`src/rtl/core/rbe_pkg.sv`:
```
// Shared constants and controller/datapath types for the Rice byte encoder.
package rbe_pkg;

    localparam int SYMBOL_BITS_DEF = 8;
    localparam int KW              = 4;
    localparam logic [KW-1:0] RICE_K_RESET = 4'd2;

    localparam logic FUNC_ENCODE = 1'b0;
    localparam logic FUNC_FLUSH  = 1'b1;

    typedef struct packed {
        logic load;
        logic step;
    } t_cmd;

    typedef struct packed {
        logic empty;
        logic slot_free;
    } t_stat;

endpackage

```
`src/rtl/core/rbe_item_if.sv`:
```
// Input item channel: function code and symbol.
interface rbe_item_if;
    logic       valid;
    logic       ready;
    logic       func;
    logic [7:0] symbol;

    modport source (output valid, output func, output symbol, input ready);
    modport sink   (input valid, input func, input symbol, output ready);
endinterface

```
`src/rtl/core/rbe_byte_if.sv`:
```
// Output item channel: packed code byte and last flag.
interface rbe_byte_if;
    logic       valid;
    logic       ready;
    logic [7:0] code_byte;
    logic       last;

    modport source (output valid, output code_byte, output last, input ready);
    modport sink   (input valid, input code_byte, input last, output ready);
endinterface

```
`src/rtl/core/rbe_ctrl.sv`:
```
// Controller state machine: accepts items and paces the packer steps.
module rbe_ctrl (
    input  logic          i_clk,
    input  logic          i_rst_n,
    input  logic          i_valid,
    output logic          o_ready,
    input  rbe_pkg::t_stat i_stat,
    output rbe_pkg::t_cmd  o_cmd
);

    typedef enum logic {
        S_IDLE,
        S_RUN
    } t_state;

    t_state r_state;
    t_state n_state;

    assign o_ready    = (r_state == S_IDLE);
    assign o_cmd.load = i_valid && (r_state == S_IDLE);
    assign o_cmd.step = (r_state == S_RUN) && !i_stat.empty && i_stat.slot_free;

    always_comb begin
        n_state = r_state;
        case (r_state)
            S_IDLE: begin
                if (i_valid) begin
                    n_state = S_RUN;
                end
            end
            S_RUN: begin
                if (i_stat.empty) begin
                    n_state = S_IDLE;
                end
            end
            default: n_state = S_IDLE;
        endcase
    end

    always_ff @(posedge i_clk) begin
        if (!i_rst_n) begin
            r_state <= S_IDLE;
        end else begin
            r_state <= n_state;
        end
    end

    a_step_needs_slot: assert property (@(posedge i_clk) disable iff (!i_rst_n)
        o_cmd.step |-> i_stat.slot_free && !i_stat.empty)
        else $error("step issued without free slot or pending work");

    a_load_only_idle: assert property (@(posedge i_clk) disable iff (!i_rst_n)
        o_cmd.load |=> r_state == S_RUN)
        else $error("load did not start a run");

    a_no_step_and_load: assert property (@(posedge i_clk) disable iff (!i_rst_n)
        !(o_cmd.load && o_cmd.step))
        else $error("load and step in the same cycle");

endmodule

```
`src/rtl/core/rbe_dp.sv`:
```
// Datapath: Rice code generator, MSB-first byte packer and output register.
module rbe_dp #(
    parameter int SYMBOL_BITS = rbe_pkg::SYMBOL_BITS_DEF
) (
    input  logic                   i_clk,
    input  logic                   i_rst_n,
    input  rbe_pkg::t_cmd          i_cmd,
    output rbe_pkg::t_stat         o_stat,
    input  logic                   i_cfg_we,
    input  logic [rbe_pkg::KW-1:0] i_cfg_data,
    input  logic                   i_func,
    input  logic [7:0]             i_symbol,
    output logic                   o_valid,
    input  logic                   i_out_ready,
    output logic [7:0]             o_code_byte,
    output logic                   o_last
);

    localparam int TW   = SYMBOL_BITS + 1;
    localparam int TMAX = (TW > 8) ? TW : 8;
    localparam int TLW  = $clog2(TMAX + 1);
    localparam int SBW  = $clog2(SYMBOL_BITS + 1);
    localparam int CW   = (SBW > rbe_pkg::KW) ? SBW : rbe_pkg::KW;

    logic [rbe_pkg::KW-1:0] r_k;
    logic [6:0]             r_bits;
    logic [2:0]             r_cnt;
    logic [7:0]             r_ones;
    logic [TW-1:0]          r_tail;
    logic [TLW-1:0]         r_tlen;
    logic                   r_out_valid;
    logic [7:0]             r_out_byte;
    logic                   r_out_last;

    // load-time code setup
    logic [CW-1:0]          k_ext;
    logic [CW-1:0]          kk;
    logic [SYMBOL_BITS+7:0] sym_wide;
    logic [SYMBOL_BITS-1:0] sym_v;
    logic [SYMBOL_BITS-1:0] low_mask;
    logic [SYMBOL_BITS+7:0] q_wide;
    logic [TW-1:0]          tail_load;

    // packing step
    logic [8:0]    rem;
    logic [3:0]    need;
    logic [3:0]    take;
    logic [7:0]    win;
    logic [TW+7:0] tail_ext;
    logic [7:0]    acc;
    logic [7:0]    ones_take;
    logic [3:0]    tail_take;
    logic          full;
    logic [8:0]    rem_after;

    assign k_ext    = CW'(r_k);
    assign kk       = (k_ext > CW'(SYMBOL_BITS)) ? CW'(SYMBOL_BITS) : k_ext;
    assign sym_wide = {{SYMBOL_BITS{1'b0}}, i_symbol};
    assign sym_v    = sym_wide[SYMBOL_BITS-1:0];
    assign low_mask = ~({SYMBOL_BITS{1'b1}} << kk);
    assign q_wide   = {8'b0, sym_v} >> kk;
    assign tail_load = {1'b0, sym_v & low_mask} << (CW'(SYMBOL_BITS) - kk);

    assign rem      = 9'(r_ones) + 9'(r_tlen);
    assign need     = 4'd8 - {1'b0, r_cnt};
    assign take     = (rem < 9'(need)) ? rem[3:0] : need;
    assign tail_ext = {r_tail, 8'b0};

    always_comb begin
        for (int p = 0; p < 8; p++) begin
            if (8'(p) < r_ones) begin
                win[7-p] = 1'b1;
            end else begin
                win[7-p] = tail_ext[TW+7-(p-int'(r_ones))];
            end
        end
    end

    assign acc       = ({1'b0, r_bits} << take) | (win >> (4'd8 - take));
    assign ones_take = (8'(take) < r_ones) ? 8'(take) : r_ones;
    assign tail_take = take - ones_take[3:0];
    assign full      = (take == need);
    assign rem_after = rem - 9'(take);

    assign o_stat.empty     = (rem == 9'd0);
    assign o_stat.slot_free = !r_out_valid || i_out_ready;

    always_ff @(posedge i_clk) begin
        if (!i_rst_n) begin
            r_k         <= rbe_pkg::RICE_K_RESET;
            r_bits      <= '0;
            r_cnt       <= '0;
            r_ones      <= '0;
            r_tail      <= '0;
            r_tlen      <= '0;
            r_out_valid <= 1'b0;
        end else begin
            if (i_cfg_we) begin
                r_k <= i_cfg_data;
            end
            if (i_cmd.step && full) begin
                r_out_valid <= 1'b1;
            end else if (r_out_valid && i_out_ready) begin
                r_out_valid <= 1'b0;
            end
            if (i_cmd.load) begin
                if (i_func == rbe_pkg::FUNC_FLUSH) begin
                    // pad the partial byte with zeros
                    r_ones <= '0;
                    r_tail <= '0;
                    r_tlen <= (r_cnt != 3'd0) ? TLW'(need) : '0;
                end else begin
                    r_ones <= q_wide[7:0];
                    r_tail <= tail_load;
                    r_tlen <= TLW'(kk) + TLW'(1);
                end
            end else if (i_cmd.step) begin
                r_ones <= r_ones - ones_take;
                r_tail <= r_tail << tail_take;
                r_tlen <= r_tlen - TLW'(tail_take);
                if (full) begin
                    r_bits      <= '0;
                    r_cnt       <= '0;
                    r_out_byte  <= acc;
                    r_out_last  <= (rem_after < 9'd8);
                end else begin
                    r_bits <= acc[6:0];
                    r_cnt  <= r_cnt + take[2:0];
                end
            end
        end
    end

    assign o_valid     = r_out_valid;
    assign o_code_byte = r_out_byte;
    assign o_last      = r_out_last;

    a_flush_short: assert property (@(posedge i_clk) disable iff (!i_rst_n)
        (i_cmd.load && i_func == rbe_pkg::FUNC_FLUSH) |=> rem < 9'd8)
        else $error("flush queued more than a byte of padding");

    a_full_emits: assert property (@(posedge i_clk) disable iff (!i_rst_n)
        (i_cmd.step && full) |=> r_out_valid && r_cnt == 3'd0)
        else $error("full byte not moved to output");

    a_partial_ends: assert property (@(posedge i_clk) disable iff (!i_rst_n)
        (i_cmd.step && !full) |=> rem == 9'd0)
        else $error("partial byte left with code bits remaining");

endmodule

```
`src/rtl/core/rice_byte_encoder.sv`:
```
// Rice byte encoder top level: controller and datapath with item channels.
// Each encode item sends symbol>>k one bits, a zero bit and the k low symbol bits,
// packed MSB-first into bytes; every completed byte is an output item, the final
// one of an input item marked last. A flush item emits the pending partial byte
// zero-padded (nothing if none is pending) and clears the packer. The packer
// moves up to eight code bits per cycle while the output has a free slot. An item
// is loaded, then packed in ceil((pending bits + code bits) / 8) packer steps,
// with (symbol>>k) + k + 1 code bits for an encode item and none for a flush,
// after which the controller returns to idle; a step waits on a stalled output.
// A new item is taken once the previous one has finished packing, even while its
// last byte still waits at the output. rice_k above SYMBOL_BITS acts as SYMBOL_BITS.
module rice_byte_encoder #(
    parameter int SYMBOL_BITS = rbe_pkg::SYMBOL_BITS_DEF
) (
    input  logic                   i_clk,
    input  logic                   i_rst_n,
    rbe_item_if.sink               i_item,
    rbe_byte_if.source             o_code,
    input  logic                   i_cfg_we,
    input  logic [rbe_pkg::KW-1:0] i_cfg_data
);

    rbe_pkg::t_cmd  cmd;
    rbe_pkg::t_stat stat;

    rbe_ctrl u_ctrl (
        .i_clk   (i_clk),
        .i_rst_n (i_rst_n),
        .i_valid (i_item.valid),
        .o_ready (i_item.ready),
        .i_stat  (stat),
        .o_cmd   (cmd)
    );

    rbe_dp #(
        .SYMBOL_BITS (SYMBOL_BITS)
    ) u_dp (
        .i_clk       (i_clk),
        .i_rst_n     (i_rst_n),
        .i_cmd       (cmd),
        .o_stat      (stat),
        .i_cfg_we    (i_cfg_we),
        .i_cfg_data  (i_cfg_data),
        .i_func      (i_item.func),
        .i_symbol    (i_item.symbol),
        .o_valid     (o_code.valid),
        .i_out_ready (o_code.ready),
        .o_code_byte (o_code.code_byte),
        .o_last      (o_code.last)
    );

endmodule

```
`src/flat_wrapper.sv`:
```
// flat-port wrapper written by rule: the top's interface ports become plain ports
module rice_byte_encoder_flat 
#(
    parameter int SYMBOL_BITS = rbe_pkg::SYMBOL_BITS_DEF
)
  (i_clk, i_rst_n, i_cfg_we, i_cfg_data, i_item_valid, i_item_func, i_item_symbol, i_item_ready, o_code_valid, o_code_code_byte, o_code_last, o_code_ready);
  rbe_item_if i_item_i ();
  rbe_byte_if o_code_i ();
  input  logic i_clk;
  input  logic i_rst_n;
  input  logic i_cfg_we;
  input  logic [rbe_pkg::KW-1:0] i_cfg_data;
  input wire logic [$bits(i_item_i.valid)-1:0] i_item_valid;
  input wire logic [$bits(i_item_i.func)-1:0] i_item_func;
  input wire logic [$bits(i_item_i.symbol)-1:0] i_item_symbol;
  output wire logic [$bits(i_item_i.ready)-1:0] i_item_ready;
  output wire logic [$bits(o_code_i.valid)-1:0] o_code_valid;
  output wire logic [$bits(o_code_i.code_byte)-1:0] o_code_code_byte;
  output wire logic [$bits(o_code_i.last)-1:0] o_code_last;
  input wire logic [$bits(o_code_i.ready)-1:0] o_code_ready;
  assign i_item_i.valid = i_item_valid;
  assign i_item_i.func = i_item_func;
  assign i_item_i.symbol = i_item_symbol;
  assign i_item_ready = i_item_i.ready;
  assign o_code_valid = o_code_i.valid;
  assign o_code_code_byte = o_code_i.code_byte;
  assign o_code_last = o_code_i.last;
  assign o_code_i.ready = o_code_ready;
  rice_byte_encoder #(.SYMBOL_BITS(SYMBOL_BITS)) u_core (.i_clk(i_clk), .i_rst_n(i_rst_n), .i_item(i_item_i), .o_code(o_code_i), .i_cfg_we(i_cfg_we), .i_cfg_data(i_cfg_data));
endmodule
```
`config.mk`:
```
export PLATFORM = sky130hd
export DESIGN_NAME = rice_byte_encoder_flat
export DESIGN_NICKNAME = d
export VERILOG_FILES = /design/src/rtl/core/rbe_pkg.sv /design/src/rtl/core/rbe_item_if.sv /design/src/rtl/core/rbe_byte_if.sv /design/src/rtl/core/rbe_ctrl.sv /design/src/rtl/core/rbe_dp.sv /design/src/rtl/core/rice_byte_encoder.sv /design/src/flat_wrapper.sv
export SDC_FILE = /design/constraint.sdc
export NUM_CORES = 1
export LEC_CHECK = 0
export BUFFER_PORTS_ARGS = -buffer_cell sky130_fd_sc_hd__buf_4
export CAP_MARGIN = 30
export CORE_ASPECT_RATIO = 1.75
export CORE_UTILIZATION = 50
export DETAILED_ROUTE_END_ITERATION = 7
export HOLD_SLACK_MARGIN = 0.03
export PLACE_DENSITY = 0.67
export REMOVE_ABC_BUFFERS = 1
export SYNTH_ARGS = -nofsm -noshare
export SYNTH_HDL_FRONTEND = slang
export SYNTH_SLANG_ARGS = --single-unit
export TNS_END_PERCENT = 1
```
`constraint.sdc`:
```
create_clock -name i_clk -period 7.4 [get_ports i_clk]
set_input_delay 0.37 -clock i_clk [delete_from_list [all_inputs] [get_ports i_clk]]
set_output_delay 0.37 -clock i_clk [all_outputs]
set_load 0.03 [all_outputs]
```
==> results of run 1 <==
==> cell families after synthesis <==
logic type,synth area share [%]
xor gates and xnor gates,7.21
buffers and inverters,5.74
DFF,17.5
and+or+nand+nor,21.2
AOI/OAI and AO/OA,26.4
muxes,10.2
adders and majority gates,11.7
==> state kept, by name, indices dropped and copies added (netlist names) <==
register                 count
u_core.u_dp.r_ones           8
u_core.u_dp.r_bits           7
u_core.u_dp.r_tlen           4
u_core.u_dp.o_code_byte      8
u_core.u_dp.o_last           1
u_core.u_ctrl.r_state        1
u_core.u_dp.r_cnt            3
u_core.u_dp.k_ext            4
u_core.u_dp.r_tail           9
u_core.u_dp.o_valid          1
==> worst paths after layout <==
path,startpoint,to,cells past startpoint
max reg2reg,u_core.u_dp.r_ones[1]$_SDFFE_PN0P_,u_core.u_dp.r_tlen[3]$_SDFFE_PN0P_,28
min reg2reg,u_core.u_dp.r_bits[2]$_SDFFE_PN0P_,u_core.u_dp.r_bits[2]$_SDFFE_PN0P_,2
max,u_core.u_dp.r_ones[1]$_SDFFE_PN0P_,u_core.u_dp.r_tlen[3]$_SDFFE_PN0P_,28
min,i_cfg_data[1],u_core.u_dp.k_ext[1]$_SDFFE_PN1P_,3
==> routing by layer <==
metal | routed length [um] | GRT usage (%) | vias to the layer above
met5 | 0 | 0 | -
met4 | 1010 | 18.9 | 0
met3 | 630 | 2.91 | 69
met2 | 9480 | 57.5 | 200
met1 | 6780 | 30.7 | 2859
li1 | - | - | 2862
==> synthesized netlist by cell type (8+ instances only) <==
cell type                  number
sky130_fd_sc_hd__edfxtp_1       9
sky130_fd_sc_hd__ha_1          46
sky130_fd_sc_hd__o21ai_0       60
sky130_fd_sc_hd__nor2_1        79
sky130_fd_sc_hd__nor2b_1       16
sky130_fd_sc_hd__nand3b_1       8
sky130_fd_sc_hd__xnor2_1       34
sky130_fd_sc_hd__clkbuf_1      36
sky130_fd_sc_hd__nand3_1       26
sky130_fd_sc_hd__a21o_1         9
sky130_fd_sc_hd__xor2_1        11
sky130_fd_sc_hd__nand2_1       64
sky130_fd_sc_hd__inv_1         46
sky130_fd_sc_hd__o211ai_1      11
sky130_fd_sc_hd__nor3_1        22
sky130_fd_sc_hd__mux2_2        18
sky130_fd_sc_hd__mux2i_1       32
sky130_fd_sc_hd__a211oi_1      14
sky130_fd_sc_hd__dfxtp_1       37
sky130_fd_sc_hd__a21oi_1       62
sky130_fd_sc_hd__a31oi_1       13
sky130_fd_sc_hd__nor4_1         8
==> worst max-delay path: cells and delay by family, from the launching register on <==
kind,cells,cell delay [ps]
compound gates,12,2130
fa+ha+maj,6,2090
simple gates,6,1270
flops,1,610
buf+inv,3,370
xor+xnor,1,230
==> per-stage QoR <==
stage	util [%]	worst slack, ps	hold WS [ps]	instances	instance area [sq um]
CTS	56.2	484	292	921	6270
global placement	54.8	810	499	913	6120
global route	56.2	8.88	321	921	6270
detailed placement	54.8	500	496	913	6120
floorplan	-	326	443	737	5630
finish	56.2	605	290	921	6270
==> area by class of cell <==
class | count | area, sq um
flip-flops and latches | 46 | 1010
inverters | 48 | 180
fillers | 1088 | 4890
repair buffers | 44 | 330
well taps | 132 | 165
clock buffers | 5 | 125
clock inverters | 3 | 23.8
multi-input cells | 643 | 4440
==> timing repair <==
action	CTS	global route
gates resized for setup	0	1
hold buffers	0	0
setup endpoints to repair	0	1
==> results summary, run 1 <==
The run finished with clean final reports. The most common cell after layout, fill and taps aside is sky130_fd_sc_hd__nor2_1. Headroom to the max-slew limit came out at 45.7%. The synthesized instance count came out at 777. The clock latency reported for the late side of the worst-skew pair is 300 ps. Compared with the post-synthesis result, the final layout area differs by 8.58%.

The biggest cell delay along the critical path came out at 700 ps. The post-detailed-route count of antenna-violating nets is 0. The synthesis warning total came out at 0. In the final routed layout, each cell accounts on average for 19.4 um. The number of global-route vias before repair came out at 5,934. The effective utilization at floorplan is 51.7%. Synthesis instantiated 71 different standard cells from the library. The synthesized design contains 46 register bits. Data arrives at the worst endpoint at 7010 ps.

The initial antenna violation count came out at 0. After synthesis, the cell types taking the most area are sky130_fd_sc_hd__dfxtp_1 13%, sky130_fd_sc_hd__ha_1 10%, sky130_fd_sc_hd__mux2i_1 5.5%. The number of hold-slack violations in the final timing report is 0. Counting the buffers created by CTS gives 5. The internal reg-to-reg setup slack is 600 ps. The tightest min-delay check is of the in -> reg type. Entering global routing, the biggest net connects 29 pins. In this design, the critical path's most frequently occurring cell is sky130_fd_sc_hd__a21oi_1.

The most used flip-flop cell after synthesis is sky130_fd_sc_hd__dfxtp_1. Of all nets on the critical path, the largest fanout is 15. Input and output buffers added on the ports amount to 28. The total core area is 11,200 sq um. Setup repair after global routing left no endpoint under its margin. After floorplanning, the core was divided into 51 placement rows.

The post-synthesis average cell area came out at 7.44 sq um. Detailed placement ended at an HPWL of 14,000 um. At the end of routability-driven placement, the weighted congestion stood at 0.945. The library cells used most frequently in the layout, excluding fill and tap cells, are 79 x sky130_fd_sc_hd__nor2_1, 64 x sky130_fd_sc_hd__nand2_1, 62 x sky130_fd_sc_hd__a21oi_1. The setup path with the least slack is of type reg -> reg. The starting DRC count in detailed routing is 290.

The DRC violation count after routing is 0. The number of setup violations in the final report came out at 0. Setup total negative slack on the finished layout was measured at 0 ps. The average vias per placed instance came out at 6.50. For the worst setup path, the data required time is 7620 ps.

The largest individual stage delay along the critical path comes from the cell sky130_fd_sc_hd__fa_2. The number of enable-type register cells in the synthesized netlist is 9. The final max-slew violation count came out at 0. Clock tree synthesis selected as its root buffer the cell sky130_fd_sc_hd__clkbuf_16. The setup skew after layout came out at 6.31 ps. The fraction of final layout cells sized beyond drive strength 1 came out at 10.5%. The number of top-level pins is 29. The sequential area share after synthesis came out at 17.5%.

The slew at the pin closest to its max-slew limit came out at 808 ps. STA classifies the critical path startpoint as a flop. The count of antenna diodes in the layout came out at 0.

The worst path uses 91.8% of the clock period. The chip width came out at 83.3 um. For this run the aggregate overflow at the end of global routing stands at 0. The max-capacitance violation count is 0. The number of detailed-route iterations in the first pass came out at 5. After synthesis, the largest area contributor takes up 12.8% of total cell area.

The global-route wire length before repair came out at 28,700 um. The cell area after synthesis is 5780 sq um. The area of the die came out at 12,000 sq um. Static timing analysis puts the maximum clock frequency at 0.147 GHz. TritonCTS built the clock tree. The synthesized design spends more area on one cell type than any other, namely sky130_fd_sc_hd__dfxtp_1.

Clock-pin slew was measured on the worst setup and hold paths at 70 ps. The maximum clock insertion buffer count is 2. The overall routing resource usage is 29.9%. The via total after detailed routing is 5,990. The post-CTS repair timing setup buffer count came out at 0.

The worst setup path is captured at a flop. The number of H-tree levels came out at 2. The TritonCTS sink count came out at 46. The share of async-settable or async-resettable flops after synthesis is 0%.

The shortest period the worst path allows came out at 6800 ps. The die is 144 um tall. The sum of routed wire length over all layers is 17,900 um. The number of nets in the layout came out at 857.
Power of run 1 is not shown: default switching activity piles up to over one toggle a cycle in this logic, so the estimate is an artifact.
==> run 2, diff against run 1 <==
Settings changed: BUFFER_PORTS_ARGS -buffer_cell sky130_fd_sc_hd__buf_4 to unset, DONT_BUFFER_PORTS set to 1, PLACE_DENSITY 0.67 to unset, SETUP_SLACK_MARGIN set to 0.05.
==> results summary, run 2 (synthesis gave the netlist of run 1 again) <==
For this design, the CTS-stage hold fixing added 0 buffers. The data arrival time of the critical path is 7040 ps. Across the run, the number of max-cap violations was 0. After detailed routing, the number of remaining DRC violations is 0.

The number of detailed-route iterations in the first pass is 5. STA classifies the critical path startpoint as a flop. The count of antenna diodes in the layout is 0.

The chip width came out at 83.3 um. The slew at the pin closest to its max-slew limit is 830 ps. In this run the standard cell core region covers 11,200 sq um.

The number of top-level pins came out at 29. The register with the most flip-flops is u_core.u_dp.r_tail. The count of input and output buffers is 0. The post-CTS repair timing setup buffer count came out at 0.

The clock tree from TritonCTS is built. The global-route wire length before repair is 29,200 um. The total overflow reported by the global router came out at 0. The sum of routed wire length over all layers came out at 18,100 um. The final max-slew violation count is 0. Clock tree synthesis selected as its root buffer the cell sky130_fd_sc_hd__clkbuf_16. Broken down by cell family, the worst path's largest delay share belongs to adder cells. The run finished with clean final reports. The starting DRC count in detailed routing came out at 281.

The library cells used most frequently in the layout, excluding fill and tap cells, are 79 x sky130_fd_sc_hd__nor2_1, 64 x sky130_fd_sc_hd__nand2_1, 62 x sky130_fd_sc_hd__a21oi_1. The type of element capturing the critical path is a flop. The maximum clock frequency came out at 0.147 GHz. The number of global-route vias before repair is 5,689. The maximum clock insertion buffer count came out at 2.

Dividing the detail-routed via count by the number of cells gives 6.58. On the worst path, the slowest cell contributes a delay of 710 ps. The slowest stage of the critical path is the sky130_fd_sc_hd__fa_2 cell. After detailed routing, the average wire length per cell comes to 20.3 um.

The worst hold path belongs to the class in -> reg. The die extent in y is 144 um. The worst slew slack as a fraction of its limit came out at 44.2%. The number of buffers created by CTS came out at 5. The most common cell after layout, fill and taps aside is sky130_fd_sc_hd__nor2_1. The clock latency reported for the late side of the worst-skew pair is 290 ps.

The TritonCTS sink count came out at 46. The number of nets in the layout came out at 827. The largest fanout on the critical path is 15.

The number of hold-slack violations in the final timing report came out at 0. The type of the setup path with the least slack is reg -> reg. Data on the critical path is required at its endpoint by 7620 ps.

The register with the most flip-flops in the layout has 9 of them. The largest net degree at the start of global routing came out at 29. The global placement routability congestion is 0.913. The setup skew after layout is 5.02 ps.

The die covers 12,000 sq um. The initial antenna violation count was 0. The count of nets left with antenna violations once routing finished came out at 0. The portion of the clock cycle consumed by the worst path in the final layout is 92.1%. Setup repair after global routing left no endpoint under its margin. The filler cells instantiated in the layout total 1,086. For this configuration, the core starts out at a cell density of 51.7%. The shortest period the worst path allows came out at 6820 ps. The HPWL after detailed placement came out at 14,200 um.

The critical path contains buffers and inverters numbering 3 combined. The fraction of final layout cells sized beyond drive strength 1 came out at 6.98%. The clock tree synthesis step divided the H-tree into 2 levels.

Setup violations remaining at the end of the flow were counted as 0. The via total after detailed routing came out at 5,860. Relative to the synthesized area, the layout overhead comes to 4.70%. After clock tree synthesis, the clock-pin slew on the worst setup and hold paths is 70 ps. The overall routing resource usage came out at 30.6%. After floorplanning, the core was divided into 51 placement rows. The setup total negative slack came out at 0 ps.
run 2: cell types whose count changed in the layout (fill, tap and decap cells not counted), sizes merged:
cell,previous run,this run
buf,44,14
clkinv,2,3
clkinvlp,2,1
run 2: cell type report:
type / instances / area, sq um / share of cell area [%]
sequential: 46 / 1010 / 16.7
timing repair buffer: 14 / 105 / 1.74
clock buffer: 5 / 125 / 2.07
inverter: 48 / 180 / 2.98
tap: 132 / 165 / 2.73
multi-input combinational: 643 / 4440 / 73.4
clock inverter: 3 / 25.0 / 0.414
run 2: worst paths after layout:
| kind | slack (ps) | cells past startpoint | from | endpoint |
|---|---|---|---|---|
| worst max-delay path | 580 | 27 | u_core.u_dp.r_tlen[0]$_SDFFE_PN0P_ | u_core.u_dp.r_tlen[3]$_SDFFE_PN0P_ |
| worst min-delay path | 180 | 1 | i_rst_n | u_core.u_dp.k_ext[1]$_SDFFE_PN1P_ |
| worst max register to register | 580 | 27 | u_core.u_dp.r_tlen[0]$_SDFFE_PN0P_ | u_core.u_dp.r_tlen[3]$_SDFFE_PN0P_ |
| worst min register to register | 520 | 1 | u_core.u_dp.r_bits[5]$_SDFFE_PN0P_ | u_core.u_dp.r_bits[5]$_SDFFE_PN0P_ |
run 2: timing repair:
| action | 4_1_cts | 5_1_grt |
|---|---|---|
| endpoints found under the setup margin | 0 | 1 |
| endpoints found under the hold margin | 0 | 0 |
| gates resized for setup | 0 | 1 |
run 2: through the flow:
step | hold WS [ps] | area [sq um] | worst slack, ps | std cells | utilization [%]
floorplan | 443 | 5630 | 326 | 737 | -
global placement | 475 | 5900 | 700 | 883 | 52.8
detailed placement | 488 | 5900 | 497 | 883 | 52.8
CTS | 184 | 6050 | 476 | 891 | 54.2
global route | 179 | 6050 | 72.2 | 891 | 54.2
finish | 183 | 6050 | 581 | 891 | 54.2
run 2: metal layers:
| metal | GRT usage (%) | share of wire (%) | vias to the layer above |
|---|---|---|---|
| li1 | - | - | 2794 |
| met1 | 32.1 | 39 | 2832 |
| met2 | 58.6 | 53 | 177 |
| met3 | 3.08 | 3.0 | 57 |
| met4 | 18.0 | 5.2 | 0 |
| met5 | 0 | 0 | - |
Power of run 2 is left out for the same reason.
==> run 3, diff against run 2 <==
Settings changed: PLACE_DENSITY set to 0.75.
==> results summary, run 3 (synthesis gave the netlist of run 1 again) <==
The run finished with clean final reports. The number of global-route vias before repair came out at 5,751. Leaving out fill and tap cells, the most frequent cells in the layout are 79 x sky130_fd_sc_hd__nor2_1, 64 x sky130_fd_sc_hd__nand2_1, 62 x sky130_fd_sc_hd__a21oi_1. The worst slew slack as a fraction of its limit is 42.5%. The repair_antennas step left the layout with diodes totalling 0. The slew at the pin closest to its max-slew limit is 859 ps. The number of detailed-route iterations in the first pass came out at 5.

Clock-pin slew was measured on the worst setup and hold paths at 80 ps. The DRC violation count after routing came out at 0. Clock tree synthesis inserted a total of 5 buffers.

The floorplan has 51 rows. In this run the deepest clock path goes through 2 buffers. The utilization after layout is 54.4%. The data required time at the worst endpoint is 7620 ps. The worst-path cell with the longest stage delay is sky130_fd_sc_hd__fa_2. The effective utilization at floorplan is 51.7%. The max-capacitance violation count came out at 0. The depth of the worst register-to-register path is 29. The tightest hold path in the finished design has a slack of 186 ps. The maximum clock frequency is 0.148 GHz. The number of top-level pins is 29. The number of nets in the layout came out at 827. The largest fanout on the critical path is 15. The sum of routed wire length over all layers is 17,400 um. The cell area after placement came out at 5900 sq um. The register with the most flip-flops is u_core.u_dp.r_tail. The worst register-to-register path begins at u_core.u_dp.r_ones[1]$_SDFFE_PN0P_. Counting instances, the worst hold path has a depth of 1. The overall routing resource usage came out at 29.1%. The average vias per placed instance came out at 6.62.

The sequential cell area in the final layout is 1010 sq um. The path class of the tightest hold or removal check is in -> reg. STA classifies the critical path startpoint as a flop. The post-CTS repair timing setup buffer count is 0. The initial antenna violation count was 0. Setup repair after global routing left no endpoint under its margin. The total core area came out at 11,200 sq um.

The most frequent cell on the critical path is sky130_fd_sc_hd__a21oi_1. The register with the most flip-flops in the layout has 9 of them. The routed layout has 5,897 vias.

The clock latency reported for the late side of the worst-skew pair is 300 ps. The library cell used most frequently in the layout, excluding fill and tap cells, is sky130_fd_sc_hd__nor2_1. The count of hold-fix buffers inserted at cts is 0.

The area of the die came out at 12,000 sq um. The global-route wire length before repair is 28,000 um. The endpoint identified for the worst register-to-register timing path is u_core.u_dp.r_tlen[3]$_SDFFE_PN0P_. The final instance area came out at 6070 sq um. The setup total negative slack is 0 ps. The HPWL after detailed placement is 13,400 um. The cell sitting at the root of the clock tree is a sky130_fd_sc_hd__clkbuf_16. The total area of multi-input combinational cells is 4440 sq um. The internal reg-to-reg setup slack is 660 ps. The number of H-tree levels came out at 2. The type of the setup path with the least slack is reg -> reg. The total overflow reported by the global router came out at 0. TritonCTS built the clock tree. Entering global routing, the biggest net connects 29 pins. The final critical path takes up 91.1% of the cycle. Routability-driven placement finished with a final weighted congestion of 0.956. The final max-slew violation count was 0.

The data arrival time of the critical path is 6960 ps. The setup skew after layout came out at 9.81 ps. The worst path in the final design needs a cycle of 6740 ps, including I/O delays and setup. The TritonCTS sink count came out at 46. The number of hold-slack violations in the final timing report came out at 0. The chip width is 83.3 um. Setup violations remaining at the end of the flow were counted as 0.

The starting DRC count in detailed routing came out at 363. The worst setup path is captured at a flop. In this run the vertical extent of the chip is 144 um.

The sink of the worst hold path is u_core.u_dp.k_ext[1]$_SDFFE_PN1P_. The post-detailed-route count of antenna-violating nets is 0. The worst hold path begins at i_rst_n.

The fill cell total of the finished layout is 1,035. The average wire per cell in the routed design is 19.5 um. The first element of the critical path is u_core.u_dp.r_ones[1]$_SDFFE_PN0P_.

The layout overhead on the synthesized area is 5.11%. The post-route netlist has 6.98% of its cells at a drive strength greater than 1. The count of input and output buffers came out at 0.

The biggest cell delay along the critical path is 710 ps.
==> run 3: layout make-up <==
class | count | area share, %
Multi-Input combinational cell | 643 | 73.1
Sequential cell | 46 | 16.6
Inverter | 48 | 2.97
Tap cell | 132 | 2.72
Clock buffer | 5 | 2.06
Timing Repair Buffer | 14 | 1.73
Clock inverter | 3 | 0.803
==> run 3: metal layers <==
layer / up-vias / part of all wire (%) / GRT usage [%]
met5: - / 0 / 0
met1: 2780 / 37 / 29.4
li1: 2797 / - / -
met2: 238 / 52 / 54.8
met4: 0 / 7.1 / 21.6
met3: 82 / 4.4 / 3.14
==> run 3: worst max-delay path by stage <==
stage	endpoint	slack [ps]	depth (start not counted)
after detailed placement	u_core.u_dp.r_tlen[3]$_SDFFE_PN0P_	570	29
after floorplan	u_core.u_dp.r_tlen[3]$_SDFFE_PN0P_	330	28
after CTS	u_core.u_dp.r_tlen[3]$_SDFFE_PN0P_	550	29
after global routing	u_core.u_dp.r_tlen[3]$_SDFFE_PN0P_	140	28
after global placement	u_core.u_dp.r_tlen[3]$_SDFFE_PN0P_	840	29
final	u_core.u_dp.r_tlen[3]$_SDFFE_PN0P_	660	29
==> run 3: what timing repair did <==
item | 4_1_cts | 5_1_grt
setup endpoints to repair | 0 | 1
resized for setup | 0 | 1
endpoints found under the hold margin | 0 | 0
==> run 3: stage by stage <==
step	setup WS (ps)	instances
after global placement	841	883
after floorplan	326	737
final	661	891
after detailed placement	573	883
after CTS	551	891
after global routing	138	891
==> run 3: critical path: cells and delay by family (launching register included) <==
family	cells	cell delay, ps
flops	1	600
buf+inv	4	550
compound gates	12	2090
simple gates	6	1090
fa+ha+maj	6	2080
xor+xnor	1	240
Power of run 3 is left out for the same reason.
